--- src/rtl/core/sph_pkg.sv ---
// Package for the SipHash-2-4 stream core: state types, init constants, round function.
// No dependencies; imported by sph_absorb, sph_finalize and the top level.
`timescale 1ns / 1ps

package sph_pkg;

    localparam logic [63:0] INIT_A  = 64'h736f6d6570736575;
    localparam logic [63:0] INIT_B  = 64'h646f72616e646f6d;
    localparam logic [63:0] INIT_C  = 64'h6c7967656e657261;
    localparam logic [63:0] INIT_D  = 64'h7465646279746573;
    localparam logic [63:0] FIN_XOR = 64'h00000000000000ff;

    localparam int CFG_IDX_W = 2;
    localparam logic [CFG_IDX_W-1:0] REG_KEY_LOW  = 2'd0;
    localparam logic [CFG_IDX_W-1:0] REG_KEY_HIGH = 2'd1;

    typedef struct packed {
        logic [63:0] a;
        logic [63:0] b;
        logic [63:0] c;
        logic [63:0] d;
    } t_sip_state;

    // Handoff from the absorb loop to the finalization pipeline.
    typedef struct packed {
        logic       valid;
        t_sip_state st;
        logic [63:0] blk;
    } t_fin_req;

    function automatic t_sip_state sip_init(input logic [63:0] k0, input logic [63:0] k1);
        t_sip_state s;
        s.a = INIT_A ^ k0;
        s.b = INIT_B ^ k1;
        s.c = INIT_C ^ k0;
        s.d = INIT_D ^ k1;
        return s;
    endfunction

    function automatic t_sip_state sip_round(input t_sip_state s);
        logic [63:0] a;
        logic [63:0] b;
        logic [63:0] c;
        logic [63:0] d;
        t_sip_state r;
        a = s.a;
        b = s.b;
        c = s.c;
        d = s.d;
        a = a + b;
        b = {b[50:0], b[63:51]};
        b = b ^ a;
        a = {a[31:0], a[63:32]};
        c = c + d;
        d = {d[47:0], d[63:48]};
        d = d ^ c;
        a = a + d;
        d = {d[42:0], d[63:43]};
        d = d ^ a;
        c = c + b;
        b = {b[46:0], b[63:47]};
        b = b ^ c;
        c = {c[31:0], c[63:32]};
        r.a = a;
        r.b = b;
        r.c = c;
        r.d = d;
        return r;
    endfunction

    function automatic t_sip_state sip_round2(input t_sip_state s);
        return sip_round(sip_round(s));
    endfunction

endpackage

--- src/rtl/core/sph_finalize.sv ---
// Finalization pipeline: last-block compress, 0xff mix, four rounds, fold, result register.
// Depends on sph_pkg.
`timescale 1ns / 1ps

module sph_finalize
    import sph_pkg::*;
(
    input  logic        i_clk,
    input  logic        i_rst_n,
    input  t_fin_req    i_req,
    input  logic        i_out_ready,
    output logic        o_advance,
    output logic        o_out_valid,
    output logic [63:0] o_hash_value
);

    logic        r_v1;
    logic        r_v2;
    logic        r_v3;
    logic        r_out_v;
    t_sip_state  r_s1;
    logic [63:0] r_blk1;
    t_sip_state  r_s2;
    t_sip_state  r_s3;
    logic [63:0] r_hash;

    t_sip_state  n_s2;
    t_sip_state  n_s3;
    t_sip_state  s_out;
    logic        advance;

    // Whole pipe moves together; it stalls only when the result is held.
    assign advance = !r_out_v || i_out_ready;

    always_comb begin
        n_s2   = r_s1;
        n_s2.d = n_s2.d ^ r_blk1;
        n_s2   = sip_round2(n_s2);
        n_s2.a = n_s2.a ^ r_blk1;
        n_s2.c = n_s2.c ^ FIN_XOR;
        n_s3   = sip_round2(r_s2);
        s_out  = sip_round2(r_s3);
    end

    always_ff @(posedge i_clk) begin
        if (!i_rst_n) begin
            r_v1    <= 1'b0;
            r_v2    <= 1'b0;
            r_v3    <= 1'b0;
            r_out_v <= 1'b0;
        end else if (advance) begin
            r_v1    <= i_req.valid;
            r_v2    <= r_v1;
            r_v3    <= r_v2;
            r_out_v <= r_v3;
        end
    end

    always_ff @(posedge i_clk) begin
        if (advance) begin
            r_s1   <= i_req.st;
            r_blk1 <= i_req.blk;
            r_s2   <= n_s2;
            r_s3   <= n_s3;
            r_hash <= s_out.a ^ s_out.b ^ s_out.c ^ s_out.d;
        end
    end

    assign o_advance    = advance;
    assign o_out_valid  = r_out_v;
    assign o_hash_value = r_hash;

endmodule

--- config.mk ---
export PLATFORM = sky130hd
export DESIGN_NAME = sph_finalize
export DESIGN_NICKNAME = d
export VERILOG_FILES = /design/src/rtl/core/sph_pkg.sv /design/src/rtl/core/sph_finalize.sv
export SDC_FILE = /design/constraint.sdc
export NUM_CORES = 2
export LEC_CHECK = 0
export BUFFER_PORTS_ARGS = -buffer_cell sky130_fd_sc_hd__buf_2
export CORE_MARGIN = 2
export CORE_UTILIZATION = 45
export DETAILED_ROUTE_END_ITERATION = 6
export HOLD_SLACK_MARGIN = 0.05
export SYNTH_ARGS = -nofsm -noshare
export SYNTH_HDL_FRONTEND = slang
export SYNTH_SLANG_ARGS = --single-unit
--- constraint.sdc ---
create_clock -name i_clk -period 83.6 [get_ports i_clk]
set_input_delay 4.18 -clock i_clk [delete_from_list [all_inputs] [get_ports i_clk]]
set_output_delay 4.18 -clock i_clk [all_outputs]
set_load 0.05 [all_outputs]
==> results.md <==
* Status: finished, violations left
* Failing checks: DRC, capacitance limit, slew limit
* DR WL/cell at slightly below 40 um
* First-pass GRT wire length at roughly 890,000 um
* Most Crowded Layer GR: met2
* Boundary Pins at 390
* Met2 GRT Util at 0.680
* Die height at ~520 um
* CTS buffer count at between 100 and 150
* Syn Std Cell Area at 120,000 um2
* Nets at around 16,000
* WHS at roughly 470 ps
* CP dominant cell by count: a21oi_1
* Initial drt markers at 18,500
* Crit end category: flip-flop
* Count of clock tree sinks at 900
* Routed Wire Length at roughly 680,000 um
* Skew-Pair Late Insertion Delay at 880 ps
* Remaining DRCs at 1
* Final Skew at around 110 ps
* Min Clock Period, post-route at about 18,000 ps
* Hold crit path type: flip-flop to flip-flop
* Max incr delay on CP at roughly 1100 ps
* Crit Path Class: flip-flop to flip-flop
* Syn_area_per_cell at between 8 and 9 um2
* Ys Warns at 0
* Number of antenna violations at the first check in global routing at 68
* Post-DRT Antenna Nets at 0
* Clk root buf: clkbuf_16
* Area grow syn2layout at 8.73%
* Critical path's slowest cell: a2111oi_1
* Async SR Flop Fraction at 0
* Placed Cells at 17,300
* Synth Flop Type: edfxtp_1
* Met3 GRT Util at 0.175
* Arr. time, crit path at 17,990 ps
* Vias per cell at roughly 6.7
* Setup Buffers After CTS at 0
* Cts hold-fix bufs at 0
* Initial Util at 0.453
* All-Layer GR Usage at 0.481
* Seq cells post-synth at 900
* FP Rows at 189
* Synthesized Nets at between 15,000 and 20,000
* CP startpoint kind: flip-flop
* Total number of vias at 118,000
* M1 GR Usage at 0.585
* Die Wd at approximately 520 um
* Die area at 271,000 um2
* Fin crit share at 0.209
* Final hold vios at 0
* Area contributors post-synth: edfxtp_1, ha_1, xor2_1
* H-Tree Depth at 3
* Max-cap violations at 13
* Most common cell after layout, fill and taps aside: xor2_1
* Post-synth top area share at 0.224
* Clock buffer depth at 3
* Vias in the first global route at 106,000
* Setup_tns at 0 ps
* Share of post-route cells with drive strength above 1 at 0.0644
* Slew headroom at -0.0998
* DP Wirelength at approximately 600,000 um
* Setup-failing EPs final at 0
* Yosys top cell by area: edfxtp_1
* Port buffer count at about 390
* Fillers at approximately 26,000
* DRT Pass-1 Iters at 7
* Cells after Synth at ~14,000
* Post-synth EDFFs at between 800 and 900
* Largest net degree at the start of global routing at roughly 180
* TritonCTS clock tree: yes
* Post_cts resized at 0
* Gpl congestion at ~1.2
* RSZ-0062 raised after global routing: false
* Slew Limit Fails at 35
* Critical Path RT at around 84,000 ps
* Post-route insts no fill at around 18,000
* Max Fclk at roughly 57 MHz
* Measured slew at the worst slew-check pin at 1640 ps
* Worst-path clk slew at 70 ps
* Crit path max fanout at 7
* Area of the core at approximately 270,000 um2
* Commonest cells after routing, fill and taps aside: xor2_1, ha_1, a21oi_1
* Synth cell types at roughly 130
* Total grt overflow at 0
* Register area share after synthesis at 0.224
==> flip-flops by register name, summed over array words and instances (netlist names) <==
signal	cells
r_s2	256
r_s3	256
o_out_valid	1
r_s1	256
r_v2	1
r_blk1	64
r_v3	1
r_v1	1
o_hash_value	64
==> area by class of cell <==
class                           instances  area [um2]  area share
Sequential cell                       900       27000       0.206
Timing Repair Buffer                  532        3050      0.0233
Inverter                              566        2120      0.0162
Clock inverter                         81         937     0.00717
Multi-Input combinational cell      11800       90500       0.692
Tap cell                             3533        4420      0.0338
Clock buffer                          116        2650      0.0202
Antenna cell                           54         135     0.00103
==> worst max-delay path, delay by kind of cell (launching register included) <==
kind | cells | cell delay [ps]
buf+inv | 1 | 70
xor+xnor | 5 | 2900
simple gates | 8 | 2860
fa+ha+maj | 5 | 1780
flops | 1 | 340
compound gates | 28 | 9070
==> through the flow <==
stage	utilization	instance area [um2]	setup slack [ps]
floorplan	-	120000	50480
global placement	0.478	127000	66990
detailed placement	0.478	127000	67230
CTS	0.492	131000	67110
global route	0.492	131000	66390
finish	0.492	131000	66100
==> cell families after synthesis <==
| group | synth area share |
|---|---|
| muxes | 0.00162 |
| buffers and inverters | 0.0251 |
| xor gates and xnor gates | 0.237 |
| and+or+nand+nor | 0.115 |
| DFF | 0.224 |
| adders and majority gates | 0.154 |
| AOI/OAI and AO/OA | 0.242 |
==> path summary, 6_finish.rpt <==
kind                 endpoint      start  slack [ps]  cells past startpoint
hold / removal    o_out_valid       r_v3         470                      2
hold reg to reg   o_out_valid       r_v3         470                      2
setup / recovery     r_s3[50]  r_s2[192]       66100                     47
setup reg to reg     r_s3[50]  r_s2[192]       66100                     47
==> synth_stat cells (all sizes together) (28+ instances only) <==
library cell,number
o21bai,289
and3,154
a221oi,31
edfxtp,896
a21oi,1388
a211oi,111
xnor3,72
nor3,181
nor4,46
o21a,179
and2,61
nor2b,158
a211o,39
nand4,176
a41oi,30
a2111oi,38
o31ai,70
nand2,676
a21boi,49
nor2,670
o21ai,686
a21o,994
xnor2,1366
nand2b,183
or2,31
o2111ai,28
o211ai,67
inv,565
a31oi,153
and4,42
or3,55
nand3,246
ha,1447
xor2,1622
a221o,51
clkbuf,220
==> layer usage <==
metal	wire length [um]	part of all wire	up-vias
met5	1480	0.0022	-
li1	-	-	50700
met4	65800	0.096	46
met3	88100	0.13	2187
met2	272000	0.40	8496
met1	255000	0.37	56100
Power is not shown: default switching activity piles up to over one toggle a cycle in this logic, so the estimate is an artifact.
