<file path="config.mk">
export PLATFORM = sky130hd
export DESIGN_NAME = sph_absorb
export DESIGN_NICKNAME = d
export VERILOG_FILES = /design/src/rtl/core/sph_pkg.sv /design/src/rtl/core/sph_absorb.sv
export SDC_FILE = /design/constraint.sdc
export NUM_CORES = 2
export LEC_CHECK = 0
export BUFFER_PORTS_ARGS = -buffer_cell sky130_fd_sc_hd__buf_2
export CAP_MARGIN = 5
export CORE_MARGIN = 3
export CORE_UTILIZATION = 30
export CTS_BUF_LIST = sky130_fd_sc_hd__clkbuf_2 sky130_fd_sc_hd__clkbuf_4 sky130_fd_sc_hd__clkbuf_8
export DETAILED_ROUTE_END_ITERATION = 8
export PLACE_DENSITY_LB_ADDON = 0.3
export SLEW_MARGIN = 10
export SYNTH_ARGS = -nofsm -noshare
export SYNTH_HDL_FRONTEND = slang
export SYNTH_SLANG_ARGS = --single-unit
</file>
<file path="constraint.sdc">
create_clock -name i_clk -period 45.1 [get_ports i_clk]
set_clock_uncertainty 0.15 [all_clocks]
set_input_delay 6.765 -clock i_clk [delete_from_list [all_inputs] [get_ports i_clk]]
set_output_delay 6.765 -clock i_clk [all_outputs]
set_load 0.1 [all_outputs]
</file>
<file path="src/rtl/core/sph_pkg.sv">
// Package for the SipHash-2-4 stream core: state types, init constants, round function.
// No dependencies; imported by sph_absorb, sph_finalize and the top level.
`timescale 1ns / 1ps

package sph_pkg;

    localparam logic [63:0] INIT_A  = 64'h736f6d6570736575;
    localparam logic [63:0] INIT_B  = 64'h646f72616e646f6d;
    localparam logic [63:0] INIT_C  = 64'h6c7967656e657261;
    localparam logic [63:0] INIT_D  = 64'h7465646279746573;
    localparam logic [63:0] FIN_XOR = 64'h00000000000000ff;

    localparam int CFG_IDX_W = 2;
    localparam logic [CFG_IDX_W-1:0] REG_KEY_LOW  = 2'd0;
    localparam logic [CFG_IDX_W-1:0] REG_KEY_HIGH = 2'd1;

    typedef struct packed {
        logic [63:0] a;
        logic [63:0] b;
        logic [63:0] c;
        logic [63:0] d;
    } t_sip_state;

    // Handoff from the absorb loop to the finalization pipeline.
    typedef struct packed {
        logic       valid;
        t_sip_state st;
        logic [63:0] blk;
    } t_fin_req;

    function automatic t_sip_state sip_init(input logic [63:0] k0, input logic [63:0] k1);
        t_sip_state s;
        s.a = INIT_A ^ k0;
        s.b = INIT_B ^ k1;
        s.c = INIT_C ^ k0;
        s.d = INIT_D ^ k1;
        return s;
    endfunction

    function automatic t_sip_state sip_round(input t_sip_state s);
        logic [63:0] a;
        logic [63:0] b;
        logic [63:0] c;
        logic [63:0] d;
        t_sip_state r;
        a = s.a;
        b = s.b;
        c = s.c;
        d = s.d;
        a = a + b;
        b = {b[50:0], b[63:51]};
        b = b ^ a;
        a = {a[31:0], a[63:32]};
        c = c + d;
        d = {d[47:0], d[63:48]};
        d = d ^ c;
        a = a + d;
        d = {d[42:0], d[63:43]};
        d = d ^ a;
        c = c + b;
        b = {b[46:0], b[63:47]};
        b = b ^ c;
        c = {c[31:0], c[63:32]};
        r.a = a;
        r.b = b;
        r.c = c;
        r.d = d;
        return r;
    endfunction

    function automatic t_sip_state sip_round2(input t_sip_state s);
        return sip_round(sip_round(s));
    endfunction

endpackage

</file>
<file path="src/rtl/core/sph_absorb.sv">
// Absorb loop: key registers, running SipHash state, remainder buffer and length.
// Depends on sph_pkg.
`timescale 1ns / 1ps

module sph_absorb
    import sph_pkg::*;
(
    input  logic                 i_clk,
    input  logic                 i_rst_n,
    input  logic                 i_accept,
    input  logic [63:0]          i_data_bytes,
    input  logic [3:0]           i_byte_count,
    input  logic                 i_last,
    input  logic                 i_cfg_we,
    input  logic [CFG_IDX_W-1:0] i_cfg_index,
    input  logic [63:0]          i_cfg_data,
    output t_fin_req             o_req
);

    logic [63:0] r_key_low;
    logic [63:0] r_key_high;
    t_sip_state  r_st;
    logic [55:0] r_pend;
    logic [2:0]  r_pend_cnt;
    logic [7:0]  r_len;

    logic [63:0]  n_key_low;
    logic [63:0]  n_key_high;
    logic         key_we;
    t_sip_state   n_st;
    t_sip_state   st_cmp;
    logic [55:0]  n_pend;
    logic [2:0]   n_pend_cnt;
    logic [7:0]   n_len;
    logic [3:0]   cnt_clamp;
    logic [3:0]   total;
    logic [63:0]  data_m;
    logic [119:0] merged;
    logic [63:0]  blk;

    always_comb begin
        n_key_low  = r_key_low;
        n_key_high = r_key_high;
        key_we     = 1'b0;
        case (i_cfg_index)
            REG_KEY_LOW: begin
                n_key_low = i_cfg_data;
                key_we    = i_cfg_we;
            end
            REG_KEY_HIGH: begin
                n_key_high = i_cfg_data;
                key_we     = i_cfg_we;
            end
            default: ;
        endcase
    end

    always_comb begin
        cnt_clamp = (i_byte_count > 4'd8) ? 4'd8 : i_byte_count;
        for (int k = 0; k < 8; k++) begin
            data_m[k*8 +: 8] = (4'(k) < cnt_clamp) ? i_data_bytes[k*8 +: 8] : 8'd0;
        end
        total  = {1'b0, r_pend_cnt} + cnt_clamp;
        // Line new bytes up behind the remainder; bits above 63 carry into the next block.
        merged = ({56'd0, data_m} << {r_pend_cnt, 3'b000}) | {64'd0, r_pend};
        blk    = merged[63:0];

        st_cmp   = r_st;
        st_cmp.d = st_cmp.d ^ blk;
        st_cmp   = sip_round2(st_cmp);
        st_cmp.a = st_cmp.a ^ blk;

        n_st       = total[3] ? st_cmp : r_st;
        n_pend     = total[3] ? merged[119:64] : merged[55:0];
        n_pend_cnt = total[2:0];
        n_len      = r_len + {4'd0, cnt_clamp};
    end

    assign o_req.valid = i_accept & i_last;
    assign o_req.st    = n_st;
    assign o_req.blk   = {n_len, n_pend};

    always_ff @(posedge i_clk) begin
        if (!i_rst_n) begin
            r_key_low  <= 64'd0;
            r_key_high <= 64'd0;
            r_st       <= sip_init(64'd0, 64'd0);
            r_pend     <= 56'd0;
            r_pend_cnt <= 3'd0;
            r_len      <= 8'd0;
        end else if (key_we) begin
            r_key_low  <= n_key_low;
            r_key_high <= n_key_high;
            r_st       <= sip_init(n_key_low, n_key_high);
            r_pend     <= 56'd0;
            r_pend_cnt <= 3'd0;
            r_len      <= 8'd0;
        end else if (i_accept) begin
            if (i_last) begin
                r_st       <= sip_init(r_key_low, r_key_high);
                r_pend     <= 56'd0;
                r_pend_cnt <= 3'd0;
                r_len      <= 8'd0;
            end else begin
                r_st       <= n_st;
                r_pend     <= n_pend;
                r_pend_cnt <= n_pend_cnt;
                r_len      <= n_len;
            end
        end
    end

endmodule

</file>
==> results.md <==
Timing:
- The total count of max-transition violations in the final report is 9.
- The count of final hold-check violations was 0.
- Summed over all failing endpoints, the final setup total negative slack is 0 ns.
- Setup repair after global routing left no endpoint under its margin.
- In this run the tightest slew margin relative to its limit is -0.0364.
- The fmax is 0.0287 GHz.
- The setup-violating endpoint count in the final report is 0.
- Dividing the final minimum period by the clock period gives 0.774.
- Across all hold checks on the routed design, the worst slack comes to ~0.3 ns.
- The clock period minus worst slack is about 35 ns.
- For the pin with the worst max-slew slack, the measured transition is between 1.5 and 2 ns.
- Setup slack on the critical path of the routed design comes to just over 10 ns.

Floorplanning:
- The width of the die is ~440 um.
- The area of the die is about 200,000 um^2.
- The count of standard-cell rows is 160.
- The total area inside the core boundary comes to ~190,000 um^2.
- From bottom edge to top edge, the die measures approximately 440 um.
- 460 I/O pins were placed.
- For this configuration, the core starts out at a cell density of 0.303.

Placed design:
- Summed over all nets, the half-perimeter wirelength after detailed placement is about 470,000 um.
- Timing analysis after detailed placement gives a worst setup slack of 11.65 ns.
- Input and output buffers added on the ports amount to roughly 460.
- The congestion estimate from routability-driven global placement came to ~1.2.

Worst setup path:
- STA classifies the critical path endpoint as an output port.
- The critical path arrival is between 20 and 30 ns.
- The data required time at the worst endpoint is between 30 and 40 ns.
- The stage delay of the slowest cell on the critical path is approximately 0.97 ns.
- The startpoint type of the worst setup path is a primary input.
- For this design, the slowest cell found on the critical path is xnor2_1.
- The cell type group with the largest total delay on the critical path is compound AO/OA/AOI/OAI gates.
- The critical path is of the primary input to output port type.
- In this run the worst path has a maximum fanout of 35.
- The most numerous cell on the critical path is a21oi_1.
- Together, buffers and inverters on the worst path number 3.

Route:
- For this run, design rule violations remaining after detail routing come to 0.
- The via count is approximately 75,000.
- The total wire length is approximately 540,000 um.
- The average wire length per cell after detail routing is approximately 48 um.
- Once detail routing completed, the nets flagged for antenna violations numbered 0.
- After detailed routing, the number of vias per cell comes to ~6.7.
- The DRC marker count from the first detailed-route iteration is about 14,000.
- For this run, the detailed router's first-pass iteration total came to 8.

Global routing:
- The first-pass GRT wire length is around 680,000 um.
- The most used routing layer is met2.
- The number of global-route vias before repair is ~66,000.
- For this run, global-route usage on met3 was measured as 0.207.
- After global routing the overflow that remains totals 0.
- Across every metal layer, demand over resource in global routing totals 0.520.
- The largest net degree at the start of global routing is roughly 210.
- The number of antenna violations at the first check in global routing is a little under 80.
- The met2 track utilization from global routing is 0.704.
- The met1 capacity usage during global routing is 0.612.

Logic synthesis:
- The warning count from the yosys run is 0.
- After synthesis, the netlist uses 94 different library cells.
- The mean instance size in the synthesized netlist is 7.14 um^2.
- The synthesized netlist net count is between 8,000 and 9,000.
- The mapped netlist covers around 58,000 um^2.
- The sequential-to-total area share from yosys stat is 0.156.
- The top flip-flop cell by instance count after synthesis is dfxtp_1.
- The number of enable-type register cells in the synthesized netlist is 0.
- The number of synthesized register bits is roughly 450.
- Of all flip-flops after synthesis, the portion carrying an async set or reset was 0.
- The gate count after technology mapping is just over 8,000.

Clocking:
- TritonCTS built the clock tree.
- The clock edge transition at the registers on the reported setup and hold paths is around 0.06 ns.
- The root buffer cell chosen for the clock tree is clkbuf_8.
- The clock tree synthesis step divided the H-tree into 3 levels.
- For this design, the CTS-stage hold fixing added 0 buffers.
- In this run, CTS created clock tree buffers numbering 87.
- The clock net sink count is around 450.
- The clock passes through at most 3 buffers.
- The clock latency at the later pin of the worst-skew pair is a little over 0.9 ns.
- In this run, post-CTS repair resized a total of 0 instances.
- After clock tree synthesis, the setup repair step added 0 buffers.

Final layout:
- The net count of the finished layout is ~9,100.
- In the layout the commonest cells are nand2_1 (1,111), a21oi_1 (934), o21ai_0 (699).
- The library cell used most frequently in the layout, excluding fill and tap cells, is nand2_1.
- In the final layout, the share of cells above drive strength 1 is 0.129.
- The area growth from synthesis to layout is 15.6%.
- Measured on the finished design, the core utilization comes to 0.350.

Min path:
- The kind of path behind the tightest hold check is flop to flop.

Outcome:
- The run finished, with violations left.
- The checks that failed: capacitance limit, slew limit.

Run:
- The tool flagged a number of max-cap violations equal to 5.
==> final timing paths <==
kind / from / to / slack, ns / cells past startpoint
worst max-delay path: i_byte_count[3] / o_req[311] / 10.21 / 53
worst min-delay path: r_key_high[57]$_SDFFE_PN0P_ / r_key_high[57]$_SDFFE_PN0P_ / 0.31 / 2
worst min register to register: r_key_high[57]$_SDFFE_PN0P_ / r_key_high[57]$_SDFFE_PN0P_ / 0.31 / 2
worst max register to register: r_pend_cnt[1]$_SDFFE_PP0P_ / r_st[247]$_SDFFE_PN0P_ / 24.14 / 54
==> tightest hold or removal path, delay by kind of cell, from the launching register on <==
| kind | cells | cell delay (ns) |
|---|---|---|
| AND/OR/NAND/NOR | 1 | 0.05 |
| AO/OA/AOI/OAI | 1 | 0.05 |
| flip-flops | 1 | 0.31 |
==> state kept, by name, indices dropped and copies added (netlist names) <==
name and count:
r_pend_cnt 3, r_st 256, r_key_high 64, r_key_low 64, r_pend 56, r_len 8
==> cells in the mapped netlist, drive strengths merged (28+ instances only) <==
master | instances | area [um^2]
inv | 205 | 769
o211ai | 68 | 510
and3 | 65 | 407
and2 | 41 | 257
a221oi | 28 | 245
xor2 | 532 | 4670
dfxtp | 451 | 9030
nor2 | 542 | 2030
nand2b | 64 | 400
nand4 | 73 | 457
mux2i | 36 | 360
mux2 | 30 | 342
buf | 73 | 294
o21bai | 100 | 751
nand2 | 1116 | 4190
a31oi | 95 | 594
a22oi | 67 | 503
o21ai | 734 | 3670
a21o | 336 | 2520
nor3 | 66 | 330
nand3 | 182 | 911
xnor2 | 577 | 5090
o31ai | 39 | 293
ha | 508 | 6360
clkbuf | 365 | 1370
nor2b | 78 | 488
o221ai | 55 | 482
a221o | 38 | 380
a21oi | 934 | 4670
o22ai | 44 | 275
a211oi | 117 | 878
o21a | 81 | 608
==> cell type report <==
cell class / count / area (um^2)
Inverter: 206 / 778
Multi-Input combinational cell: 6986 / 47200
Fill cell: 20700 / 124000
Clock buffer: 132 / 1670
Timing Repair Buffer: 746 / 4500
Sequential cell: 451 / 9030
Tap cell: 2511 / 3140
Clock inverter: 23 / 278
Antenna cell: 71 / 178
==> per-layer routing <==
layer	up-vias	part of all wire
met5	-	0.00059
met4	38	0.12
met3	1759	0.13
met2	6356	0.38
met1	36600	0.37
li1	29900	-
==> logic make-up after synthesis <==
group                    synth area share
buffers and inverters              0.0422
AO/OA/AOI/OAI                       0.316
multiplexers                       0.0126
adder cells (fa/ha/maj)             0.114
flip-flops                          0.156
AND/OR/NAND/NOR                     0.175
XOR/XNOR                            0.184
==> through the flow <==
step                instances  instance area [um^2]
floorplan                8081                 57700
CTS                     11100                 66400
global placement        10900                 64500
finish                  11100                 66700
global route            11100                 66600
detailed placement      10900                 64500
Power is not shown: default switching activity piles up to over one toggle a cycle in this logic, so the estimate is an artifact.
